### config.mk
export PLATFORM = sky130hd
export DESIGN_NAME = lsb_stego_extractor_top
export DESIGN_NICKNAME = d
export VERILOG_FILES = /design/src/rtl/core/lsbx_pkg.sv /design/src/rtl/core/lsbx_core.sv /design/src/rtl/core/lsb_stego_extractor_top.sv
export SDC_FILE = /design/constraint.sdc
export NUM_CORES = 1
export LEC_CHECK = 0
export ABC_AREA = 1
export BUFFER_PORTS_ARGS = -buffer_cell sky130_fd_sc_hd__buf_2
export CAP_MARGIN = 20
export CORE_MARGIN = 2
export CORE_UTILIZATION = 60
export DETAILED_ROUTE_END_ITERATION = 7
export PLACE_DENSITY = 0.82
export REMOVE_ABC_BUFFERS = 1
export SLEW_MARGIN = 0
export SYNTH_ARGS = -nofsm -noshare
export SYNTH_HDL_FRONTEND = slang
export SYNTH_HIERARCHICAL = 1
export SYNTH_SLANG_ARGS = --single-unit
### constraint.sdc
create_clock -name clk -period 6.5 [get_ports clk]
set_input_delay 1.3 -clock clk [delete_from_list [all_inputs] [get_ports clk]]
set_output_delay 1.3 -clock clk [all_outputs]
set_load 0.03 [all_outputs]
### src/rtl/core/lsbx_pkg.sv
// Package for the LSB steganography extractor.
// Holds phase and result codes, field widths and the result struct.
// No dependencies.
package lsbx_pkg;

  localparam int PIXEL_W    = 24;
  localparam int VALUE_W    = 32;
  localparam int NAME_LEN_W = 7;
  localparam int NAME_MAX   = 100;
  localparam int PADDR_W    = 3;
  localparam int PDATA_W    = 32;

  typedef enum logic [1:0] {
    PH_NAME = 2'd0,
    PH_SIZE = 2'd1,
    PH_DATA = 2'd2,
    PH_DONE = 2'd3
  } phase_t;

  typedef enum logic [2:0] {
    KIND_NAME_BYTE = 3'd0,
    KIND_NAME_END  = 3'd1,
    KIND_SIZE      = 3'd2,
    KIND_DATA      = 3'd3,
    KIND_ERROR     = 3'd4
  } kind_t;

  localparam logic [VALUE_W-1:0] ERR_SIZE_TOO_BIG  = 32'd0;
  localparam logic [VALUE_W-1:0] ERR_NAME_TOO_LONG = 32'd1;

  localparam logic REG_PIXEL_COUNT = 1'b0;

  typedef struct packed {
    logic               has;
    kind_t              kind;
    logic [VALUE_W-1:0] value;
    logic               last;
  } result_t;

endpackage

### src/rtl/core/lsbx_core.sv
// Frame state and per-pixel decode step of the LSB extractor.
// Depends on lsbx_pkg.
module lsbx_core
  import lsbx_pkg::*;
#(
  parameter int NAME_LIMIT = NAME_MAX
)
(
  input  logic               clk,
  input  logic               rst,
  input  logic               step,
  input  logic [PIXEL_W-1:0] pixel,
  input  logic               first_pixel,
  input  logic [23:0]        pixel_count,
  output result_t            result
);

  phase_t                phase, phase_next;
  logic [1:0]            channel_turn, channel_turn_next;
  logic [2:0]            bit_count, bit_count_next;
  logic [7:0]            byte_shift, byte_shift_next;
  logic [31:0]           size_shift, size_shift_next;
  logic [5:0]            size_bits, size_bits_next;
  logic [31:0]           bytes_left, bytes_left_next;
  logic [NAME_LEN_W-1:0] name_length, name_length_next;

  always_comb begin
    logic       hbit;
    logic [7:0] nb;
    logic [31:0] ns;
    logic [31:0] left_dec;

    // restart the frame before this pixel is used
    if (first_pixel) begin
      phase_next        = PH_NAME;
      channel_turn_next = 2'd0;
      bit_count_next    = 3'd0;
      byte_shift_next   = 8'd0;
      size_shift_next   = 32'd0;
      size_bits_next    = 6'd0;
      bytes_left_next   = 32'd0;
      name_length_next  = '0;
    end else begin
      phase_next        = phase;
      channel_turn_next = channel_turn;
      bit_count_next    = bit_count;
      byte_shift_next   = byte_shift;
      size_shift_next   = size_shift;
      size_bits_next    = size_bits;
      bytes_left_next   = bytes_left;
      name_length_next  = name_length;
    end

    result       = '0;
    result.kind  = KIND_NAME_BYTE;

    unique case (channel_turn_next)
      2'd0:    hbit = pixel[16];
      2'd1:    hbit = pixel[8];
      default: hbit = pixel[0];
    endcase
    nb       = {byte_shift_next[6:0], hbit};
    ns       = {size_shift_next[30:0], hbit};
    left_dec = bytes_left_next - 32'd1;

    if (phase_next != PH_DONE) begin
      channel_turn_next = (channel_turn_next >= 2'd2) ? 2'd0 : channel_turn_next + 2'd1;
      if (phase_next == PH_SIZE) begin
        size_shift_next = ns;
        size_bits_next  = size_bits_next + 6'd1;
        if (size_bits_next == 6'd32) begin
          result.has = 1'b1;
          if (ns > {11'd0, pixel_count[23:3]}) begin
            phase_next   = PH_DONE;
            result.kind  = KIND_ERROR;
            result.value = ERR_SIZE_TOO_BIG;
            result.last  = 1'b1;
          end else begin
            bytes_left_next = ns;
            bit_count_next  = 3'd0;
            byte_shift_next = 8'd0;
            result.kind     = KIND_SIZE;
            result.value    = ns;
            if (ns == 32'd0) begin
              phase_next  = PH_DONE;
              result.last = 1'b1;
            end else begin
              phase_next  = PH_DATA;
            end
          end
        end
      end else begin
        byte_shift_next = nb;
        if (bit_count_next != 3'd7) begin
          bit_count_next = bit_count_next + 3'd1;
        end else begin
          bit_count_next = 3'd0;
          result.has     = 1'b1;
          if (phase_next == PH_NAME) begin
            if (nb == 8'd0) begin
              phase_next      = PH_SIZE;
              size_shift_next = 32'd0;
              size_bits_next  = 6'd0;
              byte_shift_next = 8'd0;
              result.kind     = KIND_NAME_END;
              result.value    = {{(VALUE_W-NAME_LEN_W){1'b0}}, name_length_next};
            end else if (name_length_next >= NAME_LEN_W'(NAME_LIMIT)) begin
              phase_next   = PH_DONE;
              result.kind  = KIND_ERROR;
              result.value = ERR_NAME_TOO_LONG;
              result.last  = 1'b1;
            end else begin
              name_length_next = name_length_next + NAME_LEN_W'(1);
              result.value     = {24'd0, nb};
            end
          end else begin
            bytes_left_next = left_dec;
            result.kind     = KIND_DATA;
            result.value    = {24'd0, nb};
            if (left_dec == 32'd0) begin
              phase_next  = PH_DONE;
              result.last = 1'b1;
            end
          end
        end
      end
    end
  end

  always_ff @(posedge clk) begin
    if (rst) begin
      phase        <= PH_NAME;
      channel_turn <= 2'd0;
      bit_count    <= 3'd0;
      byte_shift   <= 8'd0;
      size_shift   <= 32'd0;
      size_bits    <= 6'd0;
      bytes_left   <= 32'd0;
      name_length  <= '0;
    end else if (step) begin
      phase        <= phase_next;
      channel_turn <= channel_turn_next;
      bit_count    <= bit_count_next;
      byte_shift   <= byte_shift_next;
      size_shift   <= size_shift_next;
      size_bits    <= size_bits_next;
      bytes_left   <= bytes_left_next;
      name_length  <= name_length_next;
    end
  end

endmodule

### src/rtl/core/lsb_stego_extractor_top.sv
// A request accepted into the input register is decoded into the result register.
// Throughput: one pixel per cycle; the input register and the result register
// each advance whenever the stage after them is empty or drained that cycle.
// The frame state lives in lsbx_core and updates once per pixel.
// Reset (rst, synchronous, active high) clears pixel_count, the frame state
// to the name phase at red, and both stage valids.
module lsb_stego_extractor_top
  import lsbx_pkg::*;
#(
  parameter int NAME_LIMIT = NAME_MAX
)
(
  input  logic               clk,
  input  logic               rst,
  // pixel channel
  input  logic               in_valid,
  output logic               in_ready,
  input  logic [PIXEL_W-1:0] pixel,
  input  logic               first_pixel,
  // result channel
  output logic               out_valid,
  input  logic               out_ready,
  output logic [2:0]         kind,
  output logic [VALUE_W-1:0] value,
  output logic               last,
  // APB configuration port
  input  logic               psel,
  input  logic               penable,
  input  logic               pwrite,
  input  logic [PADDR_W-1:0] paddr,
  input  logic [PDATA_W-1:0] pwdata,
  output logic [PDATA_W-1:0] prdata,
  output logic               pready
);

  logic [23:0]        pixel_count;
  logic               s1_valid;
  logic [PIXEL_W-1:0] s1_pixel;
  logic               s1_first;
  logic               s1_fire;
  result_t            step_result;
  kind_t              out_kind;

  // APB: pready is tied high; byte address 4*i holds register i
  assign pready = 1'b1;
  assign prdata = (paddr[2] == REG_PIXEL_COUNT) ? {8'd0, pixel_count} : '0;

  always_ff @(posedge clk) begin
    if (rst) begin
      pixel_count <= 24'd0;
    end else if (psel && penable && pwrite && pready && paddr[2] == REG_PIXEL_COUNT) begin
      pixel_count <= pwdata[23:0];
    end
  end

  // advance the input stage when the result register can take what it makes
  assign s1_fire  = s1_valid && (!out_valid || out_ready);
  assign in_ready = !s1_valid || s1_fire;

  always_ff @(posedge clk) begin
    if (rst) begin
      s1_valid <= 1'b0;
    end else if (in_ready) begin
      s1_valid <= in_valid;
    end
  end

  // hold the accepted request until it is decoded
  always_ff @(posedge clk) begin
    if (in_valid && in_ready) begin
      s1_pixel <= pixel;
      s1_first <= first_pixel;
    end
  end

  lsbx_core #(
    .NAME_LIMIT (NAME_LIMIT)
  ) u_core (
    .clk         (clk),
    .rst         (rst),
    .step        (s1_fire),
    .pixel       (s1_pixel),
    .first_pixel (s1_first),
    .pixel_count (pixel_count),
    .result      (step_result)
  );

  // result register: load a new result, drop one that was taken
  always_ff @(posedge clk) begin
    if (rst) begin
      out_valid <= 1'b0;
    end else if (s1_fire && step_result.has) begin
      out_valid <= 1'b1;
    end else if (out_ready) begin
      out_valid <= 1'b0;
    end
  end

  always_ff @(posedge clk) begin
    if (s1_fire && step_result.has) begin
      out_kind <= step_result.kind;
      value    <= step_result.value;
      last     <= step_result.last;
    end
  end

  assign kind = out_kind;

endmodule

==> results of run 1 <==
-- sequential cells by signal (all words and copies together), names as in the netlist, 2 cells and up --
name	cells
s1_pixel	3
u_core/bit_count	3
u_core/size_shift	31
pixel_count	24
u_core/bytes_left	32
u_core/size_bits	6
kind	3
value	32
u_core/byte_shift	7
u_core/name_length	7
u_core/channel_turn	2
u_core/phase	2
-- metrics by stage --
stage | cell area (µm²) | std cells | hold WS, ps | util | total power [mW]
after floorplan | 10000 | 1516 | 439 | - | 1.27
after global placement | 10900 | 1851 | 452 | 0.632 | 1.34
after detailed placement | 10900 | 1851 | 464 | 0.632 | 1.35
after CTS | 11500 | 1883 | 474 | 0.666 | 2.34
after global routing | 11500 | 1883 | 496 | 0.666 | 2.42
final | 11500 | 1883 | 477 | 0.666 | 2.33
-- layer usage --
metal,up-vias,track usage,routed length [µm]
met5,-,0,0
met4,0,0.101,800
met3,71,0.0496,1860
met2,432,0.520,13300
met1,4881,0.391,11700
li1,5211,-,-
-- critical path: stages (launching register included) --
cell and delay [ps]:
edfxtp_1 430, inv_4 690, nand2_1 230, inv_1 160
ha_1 160, nand2_1 60, inv_1 60, o21ai_0 90
a21oi_1 180, nor3_1 70, nand3_1 80, nand2_1 50
nand2_1 70, nand2_2 240, nand2_2 730, inv_2 220
nor2_2 720, nand3_1 140, a31oi_1 160
-- power groups by stage --
stage | sequential, mW | combinational (mW) | clock [mW]
2_1_floorplan | 1.05 | 0.212 | 0
3_3_place_gp | 1.06 | 0.289 | 0
3_5_place_dp | 1.06 | 0.295 | 0
4_1_cts | 1.04 | 0.298 | 1.00
5_1_grt | 1.04 | 0.341 | 1.04
6_report | 1.04 | 0.304 | 0.991
-- path summary, 6_finish.rpt --
path | endpoint | slack [ps] | depth (start not counted)
setup reg to reg | u_core/bit_count[2] | 1770 | 18
setup / recovery | u_core/bit_count[2] | 1770 | 18
hold reg to reg | u_core/bytes_left[1] | 480 | 2
hold / removal | u_core/bytes_left[1] | 480 | 2
-- area by class of cell --
| cell class | instances | area (µm²) | area share |
|---|---|---|---|
| inverters | 212 | 798 | 0.0696 |
| clock inverters | 13 | 129 | 0.0112 |
| flip-flops and latches | 156 | 3520 | 0.307 |
| clock buffers | 19 | 454 | 0.0396 |
| multi-input cells | 1148 | 5700 | 0.497 |
| repair buffers | 110 | 583 | 0.0508 |
| well taps | 225 | 282 | 0.0245 |
==> results.toml, run 1 <==
[die]
core_um2 = 17200
ios = 138
die_area_um2 = 18600
rows = 48
die_y_um = 136
start_util = 0.611
fp.dieW_um = 136

[sta]
finalHoldViolations = 0
setup-violations-final = 0
layout_setup_ws_ps = 1770
finalCritPeriodShare = 0.727
rsz0062_at_grt = "false"
final.min_clock_period_ps = 4730
slew_headroom = 0.278
clock.fmax_mhz = 212
finalSetupTns_ps = 0
tightest_slew_ps = 1080
fin_skew_ps = 9.78
drv_slew = 0

[setup_path]
crit_path_end_kind = "register"
setup.worst_path.class = "reg -> reg"
rr_startpoint = "s1_first"
worstPathRequired_ps = 6860
startpoint = "s1_first"
cp_data_arrival_time_ps = 5080
cp_max_fo = 77
cp-start-kind = "register"

[synth]
syn-cell-area_um2 = 10500
avgSynthCellArea_um2 = 6.59
synth_warnings = 6
syn-instance-count = 1598

[worst_hold_path]
worstHoldStart = "u_core/bytes_left[1]"
worstHoldPathType = "reg -> reg"

[power]
combinationalPowerShare = 0.130
leakagePower_nw = 5.49
clkPwrFrac = 0.425
p_sw_mw = 0.662
sw_frac_of_total = 0.284
p_int_mw = 1.67
seqPwrFrac = 0.444
ir_drop_mv = 0.267
powerDensity_nw_per_um2 = 203

[finish]
final_common_cell = "nand2_1"
final_nets = 1741
layout_common_cells = "nand2_1, inv_1, nor2_1"
area_growth_pct = 9.00
fillers = 1528
n_antenna_cell = 0
drive_gt1_frac = 0.145

[clock_network]
post-cts-setup-buffers = 0
cts_buffer_depth = 2
postCtsHoldBufs = 0
cts-root-buf = "clkbuf_16"
path_clk_slew_ps = 70
cts_made_buffers = 17
post_cts_resize_count = 0
clk_latency_ps = 430
htreeDepth = 4
clock_sinks = 156
cts_tree = "done"

[global_route]
antenna_found_initial = 0
grt_pass1_wl_um = 45300
grt_pass1_vias = 9684
grt-ovfl-total = 0
grt_start_max_net_pins = 78
track_usage = 0.304

[placement]
place_ws_ps = 1950
hpwl_um = 18800
io_buffers = 97
gp_congestion = 0.931

[run_status]
status = "finished, final reports clean"

[detailed_routing]
route.detailed.drc = 0
vias = 10600
drt_iter0_drc = 1065
wl_um = 27700
wl_per_cell_um = 14.7
vias_per_cell = 5.63
antenna_left = 0
drtPass1Iterations = 6

[job]
maxCapViolCount = 0
Power figures use the tool's default switching activity.
==> run 2, diff against run 1 <==
- CORE_UTILIZATION: 60 -> 54
- PLACE_DENSITY: 0.82 -> 0.78
- clock period: 6.5 -> 4.07 ns (I/O delays scaled with it)
==> run 2 against run 1 <==
Combinational power up 62%. Setup slack worse by 1300 ps. Via count down 0.94%. Power up 62%. Hold slack worse by 9.9 ps. Final cell count up 2.4%. Sequential share of layout area down 0.25 points. Critical path depth down 3. Clock power up 63%. Wire length up 1.3%. Register-to-register slack worse by 1300 ps. Critical endpoint unchanged. Highest routed layer unchanged.
==> results.toml, run 2 (synthesis results as in run 1) <==
[sta]
clock.fmax_mhz = 275
finalCritPeriodShare = 0.894
setup-violations-final = 0
final.min_clock_period_ps = 3640
rsz0062_at_grt = "false"
finalHoldViolations = 0
fin_skew_ps = 11.9
slew_headroom = 0.296
tightest_slew_ps = 1050
drv_slew = 0
finalSetupTns_ps = 0

[placement]
io_buffers = 97
hpwl_um = 19300
gp_congestion = 0.935

[finish]
final_nets = 1746
final_common_cell = "nand2_1"
area_growth_pct = 9.89
reg.largest.list = "u_core/bytes_left (32), value (32), u_core/size_shift (31)"
n_antenna_cell = 0
drive_gt1_frac = 0.147
layout_common_cells = "nand2_1, inv_1, nor2_1"

[power]
p_sw_mw = 1.07
leakagePower_nw = 5.52
sw_frac_of_total = 0.284
ir_drop_mv = 0.284
power_mw = 3.77
seqPwrFrac = 0.439
powerDensity_nw_per_um2 = 326
p_int_mw = 2.70
combinationalPowerShare = 0.131
clkPwrFrac = 0.430

[setup_path]
regToRegEndpoint = "u_core/bit_count[2]"
cp_max_fo = 33
setup.worst_path.class = "reg -> reg"
rr_startpoint = "s1_first"
cp_data_arrival_time_ps = 3990
rr_worst_depth = 15
cp-start-kind = "register"
crit_path_end_kind = "register"
worstPathRequired_ps = 4420
rrSetupSlack_ps = 430

[detailed_routing]
wl_um = 28000
antenna_left = 0
drt_iter0_drc = 1074
drtPass1Iterations = 6
route.detailed.drc = 0
vias = 10500
vias_per_cell = 5.44
wl_per_cell_um = 14.5

[worst_hold_path]
hold_path_end = "u_core/bytes_left[1]"
worstHoldStart = "u_core/bytes_left[1]"
whs_path_depth = 2
worstHoldPathType = "reg -> reg"

[global_route]
grt_pass1_wl_um = 45700
grt-ovfl-total = 0
grt_pass1_vias = 9597
antenna_found_initial = 0
track_usage = 0.275
grt_start_max_net_pins = 59

[job]
maxCapViolCount = 0

[die]
die_y_um = 144
core_um2 = 19300
die_area_um2 = 20600
rows = 51
fp.dieW_um = 144
ios = 138
start_util = 0.546

[clock_network]
cts-root-buf = "clkbuf_16"
path_clk_slew_ps = 70
cts_buffer_depth = 2
cts_tree = "done"
postCtsHoldBufs = 0
post_cts_resize_count = 0
cts_made_buffers = 17
clock_sinks = 156
post-cts-setup-buffers = 0
htreeDepth = 4
clk_latency_ps = 430

[run_status]
status = "finished, final reports clean"
run 2: cell type report:
class                           count  area (µm²)
Sequential cell                   156        3520
Multi-Input combinational cell   1148        5700
Tap cell                          265         332
Clock buffer                       19         433
Clock inverter                     13         156
Fill cell                        1860        7710
Timing Repair Buffer              115         621
Inverter                          212         798
run 2: critical path, stage by stage (launching register included):
cell	delay, ps
edfxtp_1	460
buf_4	410
nor2_1	220
ha_1	370
nand4_1	170
nor2_1	170
o21ai_0	160
nand3_1	100
nand2_1	50
nand2_1	100
nand2_2	70
nand2_2	70
inv_2	90
nor2_2	730
nand3_1	150
a31oi_1	180
run 2: metal layers:
metal / GRT usage / share of wire
met1: 0.360 / 0.44
met2: 0.468 / 0.48
met3: 0.0433 / 0.059
met4: 0.0826 / 0.016
met5: 0 / 0
run 2: metrics by stage:
step                worst slack, ps  hold slack, ps  std cells   util  cell area [µm²]
floorplan                     -2230             439       1516      -            10000
global placement                644             455       1896  0.570            11000
detailed placement              583             457       1896  0.570            11000
CTS                             558             467       1928  0.600            11600
global route                    201             502       1928  0.600            11600
finish                          430             467       1928  0.600            11600
run 2: power groups by stage:
stage	clock network, mW	registers [mW]	logic (mW)
6_report	1.62	1.65	0.493
5_1_grt	1.71	1.66	0.550
4_1_cts	1.65	1.65	0.484
3_5_place_dp	0	1.69	0.481
3_3_place_gp	0	1.69	0.472
2_1_floorplan	0	1.68	0.339
run 2: how the worst max path moves through the flow:
stage,end,startpoint,cells after the start
CTS,u_core/bit_count[2],s1_first,15
finish,u_core/bit_count[2],s1_first,15
global placement,u_core/bit_count[2],s1_first,16
floorplan,kind[0],s1_first,7
detailed placement,u_core/bit_count[2],s1_first,15
global route,u_core/bit_count[2],s1_first,15
